File: config.mk
export PLATFORM = sky130hd
export DESIGN_NAME = oli_cell
export DESIGN_NICKNAME = d
export VERILOG_FILES = /design/src/rtl/oli_pkg.sv /design/src/rtl/oli_cell.sv
export SDC_FILE = /design/constraint.sdc
export NUM_CORES = 1
export LEC_CHECK = 0
export BUFFER_PORTS_ARGS = -buffer_cell sky130_fd_sc_hd__clkbuf_2
export CAP_MARGIN = 20
export CORE_ASPECT_RATIO = 0.6
export CORE_MARGIN = 2
export CORE_UTILIZATION = 39
export DETAILED_ROUTE_END_ITERATION = 8
export PLACE_DENSITY_LB_ADDON = 0.25
export SLEW_MARGIN = 15
export SYNTH_ARGS = -nofsm -noshare
export SYNTH_HDL_FRONTEND = slang
export SYNTH_SLANG_ARGS = --single-unit
File: constraint.sdc
create_clock -name clk -period 5.15 [get_ports clk]
set_input_delay 0.515 -clock clk [delete_from_list [all_inputs] [get_ports clk]]
set_output_delay 0.515 -clock clk [all_outputs]
set_load 0.02 [all_outputs]
File: src/rtl/oli_pkg.sv
// Shared types and codes for the ordered list block.
package oli_pkg;

  // Field widths fixed by the item format
  localparam int WORD_W = 32;
  localparam int POS_W  = 6;
  localparam int REQ_W  = 2;
  localparam int STAT_W = 2;

  // Entries OR-ed together in one group of the read tree
  localparam int GRP_SIZE = 8;

  // Request codes
  typedef enum logic [REQ_W-1:0] {
    REQ_APPEND = 2'd0,
    REQ_INSERT = 2'd1,
    REQ_READ   = 2'd2,
    REQ_DELETE = 2'd3
  } req_t;

  // Status codes (value 3 is unused)
  localparam logic [STAT_W-1:0] ST_OK   = 2'd0;
  localparam logic [STAT_W-1:0] ST_FULL = 2'd1;
  localparam logic [STAT_W-1:0] ST_BAD  = 2'd2;

  // What each cell does this cycle
  typedef enum logic [1:0] {
    CELL_HOLD,
    CELL_INSERT,
    CELL_DELETE
  } cell_op_t;

  // Control broadcast to every cell
  typedef struct packed {
    cell_op_t op;
    logic     rd_en;
  } cell_ctl_t;

  // Control sequencer states
  typedef enum logic {
    S_IDLE,
    S_REDUCE
  } state_t;

endpackage

File: src/rtl/oli_cell.sv
// One list entry: holds a word and trades it with its neighbors on insert or delete.
module oli_cell #(
  parameter int IDX_W = 6,
  parameter int INDEX = 0
) (
  input  logic                      clk,
  input  oli_pkg::cell_ctl_t        ctl,
  input  logic [IDX_W-1:0]          pos,
  input  logic [oli_pkg::WORD_W-1:0] word_in,
  input  logic [oli_pkg::WORD_W-1:0] left_value,
  input  logic [oli_pkg::WORD_W-1:0] right_value,
  output logic [oli_pkg::WORD_W-1:0] value,
  output logic [oli_pkg::WORD_W-1:0] sel_value
);
  import oli_pkg::*;

  localparam logic [IDX_W-1:0] MY_IDX = IDX_W'(INDEX);

  logic at_pos;
  logic past_pos;
  logic [WORD_W-1:0] value_next;

  assign at_pos   = (MY_IDX == pos);
  assign past_pos = (MY_IDX > pos);

  // Shift up above the insert point, shift down from the delete point
  always_comb begin
    value_next = value;
    case (ctl.op)
      CELL_INSERT: begin
        if (at_pos) value_next = word_in;
        else if (past_pos) value_next = left_value;
      end
      CELL_DELETE: begin
        if (at_pos || past_pos) value_next = right_value;
      end
      default: value_next = value;
    endcase
  end

  always_ff @(posedge clk) begin
    value <= value_next;
  end

  // Word offered to the read tree, zero unless this cell is addressed
  assign sel_value = (ctl.rd_en && at_pos) ? value : '0;

endmodule

Word-level counts from Yosys, hierarchy flattened

Cells that the tools add are included.

Output and inout bits: 64
Register bits after elaboration: 32

Multiplexer cells: 5
Reductions and logical operators: 5
Eq/ne operators: 4
$lt $le $gt $ge: 1

Operators with widths:

| kind                 | count |
|---|---|
| $mux W32             | 4 |
| $pmux W32 S2         | 1 |
| $gt A1 B6 Y1 const A | 1 |
| $logic_not A6 Y1     | 1 |
| $ne A3 B3 Y1 const B | 1 |
| $reduce_and A3 Y1    | 1 |
| $eq A2 B1 Y1 const B | 1 |
| $eq A2 B2 Y1 const B | 1 |
| $ne A2 B2 Y1 const B | 1 |
| $reduce_bool A2 Y1   | 1 |
| $logic_and A1 B1 Y1  | 1 |
| $logic_or A1 B1 Y1   | 1 |

Logic depth before layout (Yosys ltp)

Gate-level depths: netlist (run 1).

Depth after elaboration: 4
Depth in mapped cells: 5
Mapped depth without buffers: 3

Worst setup path after synthesis (run 1)

No wires, ideal clock.

Path kind: input to register
Start point: input port pos[3]
End point: register value[0] (netlist bit) (enable)
Data required time: 4.689 ns
Slack: 1.075 ns
Library setup time: 0.461 ns
Cell stages on the path: 4
Arrival: 3.614 ns
Buffers on the path: 2
Path through: or4_1 -> buf_2 -> buf_2 -> nor3_1

Word-level cells in the longest chain between the ends: 4
Elaborated cells on any way between the ends: 6
Those cells by class: 1 x order compare; 2 x eq/ne; 3 x reduce/logical

RTL lines:

| what                                             | RTL line                       | source |
|---|---|---|
| start, declared                                  | oli_cell.sv:8                  | `input logic [IDX_W-1:0] pos,` |
| $gt A1 B6 Y1 or $logic_not A6 Y1 (tied branches) | oli_cell.sv:24, oli_cell.sv:23 |  |
| $logic_or A1 B1 Y1                               | oli_cell.sv:35                 | `if (at_pos \|\| past_pos) value_next = right_value;` |
| $ne A2 B2 Y1 (no source line)                    | n/a                            |  |
| $reduce_and A3 Y1 (no source line) *             | n/a                            |  |
| end signal, assigned                             | oli_cell.sv:42                 | `value <= value_next;` |
| end, declared                                    | oli_cell.sv:12                 | `output logic [oli_pkg::WORD_W-1:0] value,` |

Mark *: on every way between the ends. The rest lies on a longest branch, timed or not.
A chain may end at the register's enable or synchronous reset.

Worst setup path in the final report (run 1)

Start point: input port pos[3]
End point: output port sel_value[4] (netlist bit)

Word-level cells in the longest chain between the ends: 3

RTL lines:

| what                | RTL line       | source |
|---|---|---|
| $logic_not A6 Y1    | oli_cell.sv:23 | `assign at_pos = (MY_IDX == pos);` |
| $logic_and A1 B1 Y1 | oli_cell.sv:46 | `assign sel_value = (ctl.rd_en && at_pos) ? value : '0;` |
| $mux W32            | oli_cell.sv:46 |  |
| end, declared       | oli_cell.sv:13 | `output logic [oli_pkg::WORD_W-1:0] sel_value` |

No other way between the ends.

==> impl_metrics.ini, run 1 <==
[power]
cellPowerDensity_nw_per_um2 = 192
p_switching_mw = 0.137
power_frac_seq = 0.515
clockPowerShare = 0.294
p_comb_frac = 0.191
sw_frac_of_total = 0.242
p_leak_nw = 1.50
p_int_mw = 0.430
peakVddDrop_v = 0.000119

[sta]
tightest_slew_ns = 0.892
grt_setup_unrepaired = false
setup_slack_ns = 2.44
setup_tns_ns = 0
period_share = 0.525
setup_viol = 0
relSlewSlack = 0.402
fin_crit_ns = 2.71
drv_slew = 0
hold_viol_final = 0
fmax_mhz = 370

[floorplan]
ios = 170
start_util = 0.401
die_area_um2 = 5750
die_w_um = 96.6
rows = 20
core_area_um2 = 5000
die_h_um = 59.6

[grt]
grtUsageTotal = 0.234
grt_pass1_wl_um = 10500
grt.overflow.total = 0
grt_pass1_vias = 2231
grt_max_degree = 35
antenna_found_initial = 0

[clock_network]
cts_tree = yes
clock_sinks = 32
cts_inserted_buffers = 5
hold_buffers = 0
post_cts_resized = 0
cts-root-buf = clkbuf_8
clockBufferDepth = 2
htreeDepth = 2
post_cts_buffers = 0
path_clk_slew_ns = 0.06

[logic_synthesis]
yosysUniqueCellTypes = 18
synth_nets = 333
synth_xor_area_frac = 0.00436
synth_adder_area_share = 0
ys_ff_latch = 32
yosysWarnings = 0
synth_compound_area_frac = 0.259
muxShareOfSynthArea = 0
synthSimpleGateAreaFrac = 0.193
synth.avg_cell_area_um2 = 8.84
syn_area_um2 = 2010
ys_seq_area_frac = 0.479
synthCells = 227
synth_top_family_by_area = compound AO/OA/AOI/OAI gates

[cells_and_area]
areaGrowthSynthToFinish_pct = 47.2
nets = 490
regMostFlops = value
largest_registers = value x32
largest_reg_flops = 32
fillers = 463
layout-drive-gt1-share = 0.484
mostFrequentLayoutCell = clkbuf_2
n_antenna_cell = 0

[run]
max-cap-violations = 0

[detailed_routing]
ant_nets = 0
avgRoutedWirePerCell_um = 15.3
vias = 2450
dr.pass1.iters = 4
finalWirelength_um = 6880
drc = 0
drtIter0Drc = 137
vias_per_cell = 5.44

[min_path]
worstHoldPathType = input port to flip-flop
min_from = right_value[15]
min_to = value[15]
hold_depth = 3

[setup_path]
crit_fanout = 34
cp.arrival_ns = 2.19
crit_path_start_kind = input port
worstSetupPathType = input port to output pin
worstSetupEndpointType = output pin
worstPathRequired_ns = 4.64

[placement]
dpl_worst_slack_ns = 2.18
port_buffers = 169
gp_congestion = 0.792
dp_hpwl_um = 4770

[outcome]
status = completed
==> metal layers <==
metal | part of all wire | vias up | track usage
met2 | 0.47 | 158 | 0.386
met1 | 0.41 | 1113 | 0.307
met5 | 0 | - | 0
li1 | - | 1172 | -
met3 | 0.11 | 7 | 0.0696
met4 | 0.0092 | 0 | 0.0644
==> cell usage after synthesis (all sizes together) <==
library cell | number | area (µm²)
a21oi | 32 | 160
nor2b | 1 | 6.26
nor4 | 1 | 12.5
edfxtp | 32 | 961
nand2b | 1 | 6.26
xnor2 | 1 | 8.76
o21ai | 32 | 160
buf | 8 | 58.8
a31oi | 32 | 200
and3 | 32 | 200
clkbuf | 18 | 70.1
nor3 | 1 | 5.00
or2 | 1 | 6.26
nor2 | 34 | 144
or4 | 1 | 7.51
==> layout make-up <==
type	instances	area [µm²]	area share
clock buffer	5	68.8	0.0233
clock inverter	2	7.51	0.00254
multi-input combinational	169	936	0.317
sequential	32	961	0.325
tap	66	82.6	0.0280
timing repair buffer	176	898	0.304
==> per-stage QoR <==
stage / utilization / hold slack, ns / instances / instance area [µm²] / total power [mW]
finish: 0.590 / 0.564 / 450 / 2950 / 0.568
global route: 0.590 / 0.572 / 450 / 2950 / 0.596
CTS: 0.590 / 0.558 / 450 / 2950 / 0.574
detailed placement: 0.575 / 0.842 / 443 / 2880 / 0.406
global placement: 0.575 / 0.840 / 443 / 2880 / 0.403
floorplan: - / 0.745 / 227 / 2010 / 0.349
==> worst max-delay path, cell delays in order <==
cell,delay (ns)
clkbuf_2,0.11
or4_1,0.51
buf_4,0.27
nor2_8,0.39
and3_1,0.21
clkbuf_2,0.17
==> power by group through the flow <==
stage,sequential (mW),clock (mW),combinational [mW]
floorplan,0.300,0,0.0490
global placement,0.298,0,0.105
detailed placement,0.298,0,0.108
CTS,0.292,0.174,0.108
global route,0.293,0.183,0.121
finish,0.292,0.167,0.108
==> worst max path at each step <==
| stage | from | endpoint | slack (ns) |
|---|---|---|---|
| 6_report | pos[3] | sel_value[4] | 2.44 |
| 2_1_floorplan | pos[3] | value[0] | 1.08 |
| 4_1_cts | pos[3] | sel_value[4] | 2.46 |
| 5_1_grt | pos[3] | value[21] | 2.35 |
| 3_3_place_gp | pos[3] | value[11] | 2.27 |
| 3_5_place_dp | pos[3] | value[4] | 2.18 |
==> logic make-up (layout without fill, tap and decap cells) <==
logic type | Yosys count | count (layout)
buffers and inverters | 26 | 183
xor gates and xnor gates | 1 | 1
and+or+nand+nor | 72 | 72
AOI/OAI and AO/OA | 96 | 96
DFF | 32 | 32
(Power assumes the default switching activity.)
==> run 2, diff against run 1 <==
--- a/config.mk
+++ b/config.mk
@@ -9,7 +9,7 @@
 export CAP_MARGIN = 20
 export CORE_ASPECT_RATIO = 0.6
 export CORE_MARGIN = 2
-export CORE_UTILIZATION = 39
+export CORE_UTILIZATION = 35
 export DETAILED_ROUTE_END_ITERATION = 8
 export PLACE_DENSITY_LB_ADDON = 0.25
 export SLEW_MARGIN = 15
==> constraint.sdc (replaced) <==
create_clock -name clk -period 2.4 [get_ports clk]
set_input_delay 0.24 -clock clk [delete_from_list [all_inputs] [get_ports clk]]
set_output_delay 0.24 -clock clk [all_outputs]
set_load 0.02 [all_outputs]
==> impl_metrics.ini, run 2 (synthesized netlist as in run 1, its figures left out) <==
[grt]
antenna_found_initial = 0
grt_max_degree = 33
grt.overflow.total = 0
grt_pass1_vias = 2273
grt_pass1_wl_um = 10900
grtUsageTotal = 0.217

[power]
p_int_mw = 1.04
clockPowerShare = 0.365
p_leak_nw = 1.54
peakVddDrop_v = 0.000279
power_frac_seq = 0.462
sw_frac_of_total = 0.233
cellPowerDensity_nw_per_um2 = 448
p_comb_frac = 0.174
p_switching_mw = 0.317

[min_path]
worstHoldPathType = input port to flip-flop
min_to = value[3]
hold_depth = 3
min_from = right_value[3]

[sta]
setup_viol = 0
grt_setup_unrepaired = false
period_share = 0.873
relSlewSlack = 0.499
setup_tns_ns = 0
drv_slew = 0
fin_crit_ns = 2.10
fmax_mhz = 477
tightest_slew_ns = 0.752
hold_viol_final = 0
setup_slack_ns = 0.304

[clock_network]
htreeDepth = 2
clockBufferDepth = 2
post_cts_buffers = 0
cts-root-buf = clkbuf_8
hold_buffers = 0
post_cts_resized = 0
clock_sinks = 32
path_clk_slew_ns = 0.07
cts_tree = yes
cts_inserted_buffers = 5

[cells_and_area]
largest_registers = value x32
layout-drive-gt1-share = 0.492
largest_reg_flops = 32
fillers = 557
areaGrowthSynthToFinish_pct = 51.1
n_antenna_cell = 0
layout.cells.non_filler = 468
mostFrequentLayoutCell = clkbuf_2
regMostFlops = value
nets = 493

[detailed_routing]
vias_per_cell = 5.19
vias = 2427
drc = 0
drtIter0Drc = 121
ant_nets = 0
finalWirelength_um = 7100
dr.pass1.iters = 4
avgRoutedWirePerCell_um = 15.2

[setup_path]
path_cells = clkbuf_2 -> or4_1 -> nor2_8 -> and3_1 -> clkbuf_2
worstSetupPathType = input port to output pin
crit_fanout = 32
worstPathRequired_ns = 2.16
worstSetupEndpointType = output pin
critPathMaxStageDelay_ns = 0.71
critPathLaunch = pos[3]
cp.arrival_ns = 1.86
crit_path_start_kind = input port
cp_common_cell = clkbuf_2
critPathSlowestCell = or4_1

[floorplan]
start_util = 0.362
die_h_um = 62.7
die_area_um2 = 6380
core_area_um2 = 5540
rows = 21
ios = 170
die_w_um = 102

[placement]
port_buffers = 169
dpl_worst_slack_ns = 0.306
place_inst = 460
gp_congestion = 0.771
dp_hpwl_um = 5370

[outcome]
status = completed

[run]
max-cap-violations = 0
==> run 2: power groups by stage <==
stage,logic (mW),clock network [mW],registers [mW]
3_5_place_dp,0.235,0,0.639
5_1_grt,0.262,0.536,0.627
2_1_floorplan,0.107,0,0.644
6_report,0.236,0.495,0.627
3_3_place_gp,0.231,0,0.639
4_1_cts,0.236,0.508,0.627
==> run 2: how the worst max path moves through the flow <==
stage,cells after the start,slack (ns),to
2_1_floorplan,4,0.05,value[0]
3_3_place_gp,5,0.36,sel_value[5]
3_5_place_dp,5,0.31,sel_value[9]
4_1_cts,5,0.31,sel_value[9]
5_1_grt,5,0.20,sel_value[9]
6_report,5,0.30,sel_value[9]
==> run 2: area by class of cell <==
| class | count | area [µm²] | share of cell area |
|---|---|---|---|
| clock buffers | 6 | 72.6 | 0.0239 |
| clock inverters | 2 | 35.0 | 0.0116 |
| multi-input cells | 169 | 942 | 0.311 |
| flip-flops and latches | 32 | 961 | 0.317 |
| well taps | 80 | 100 | 0.0330 |
| repair buffers | 179 | 921 | 0.304 |
==> run 2: per-layer routing <==
metal | global-route usage | wire length, µm | vias up | share of wire
li1 | - | - | 1177 | -
met1 | 0.295 | 3180 | 1125 | 0.45
met2 | 0.359 | 3290 | 120 | 0.46
met3 | 0.0447 | 579 | 5 | 0.082
met4 | 0.0456 | 49 | 0 | 0.0069
met5 | 0 | 0 | - | 0
==> run 2: critical path, delay by kind of cell <==
family                 cells  cell delay (ns)
and+or+nand+nor            3             1.32
buffers and inverters      2             0.27
==> run 2: metrics by stage <==
| step | power, mW | instance area (µm²) | utilization | hold slack [ns] |
|---|---|---|---|---|
| global route | 1.43 | 3030 | 0.547 | 0.281 |
| floorplan | 0.751 | 2020 | - | 0.470 |
| detailed placement | 0.875 | 2920 | 0.527 | 0.566 |
| CTS | 1.37 | 3030 | 0.547 | 0.274 |
| global placement | 0.870 | 2920 | 0.527 | 0.565 |
| finish | 1.36 | 3030 | 0.547 | 0.282 |
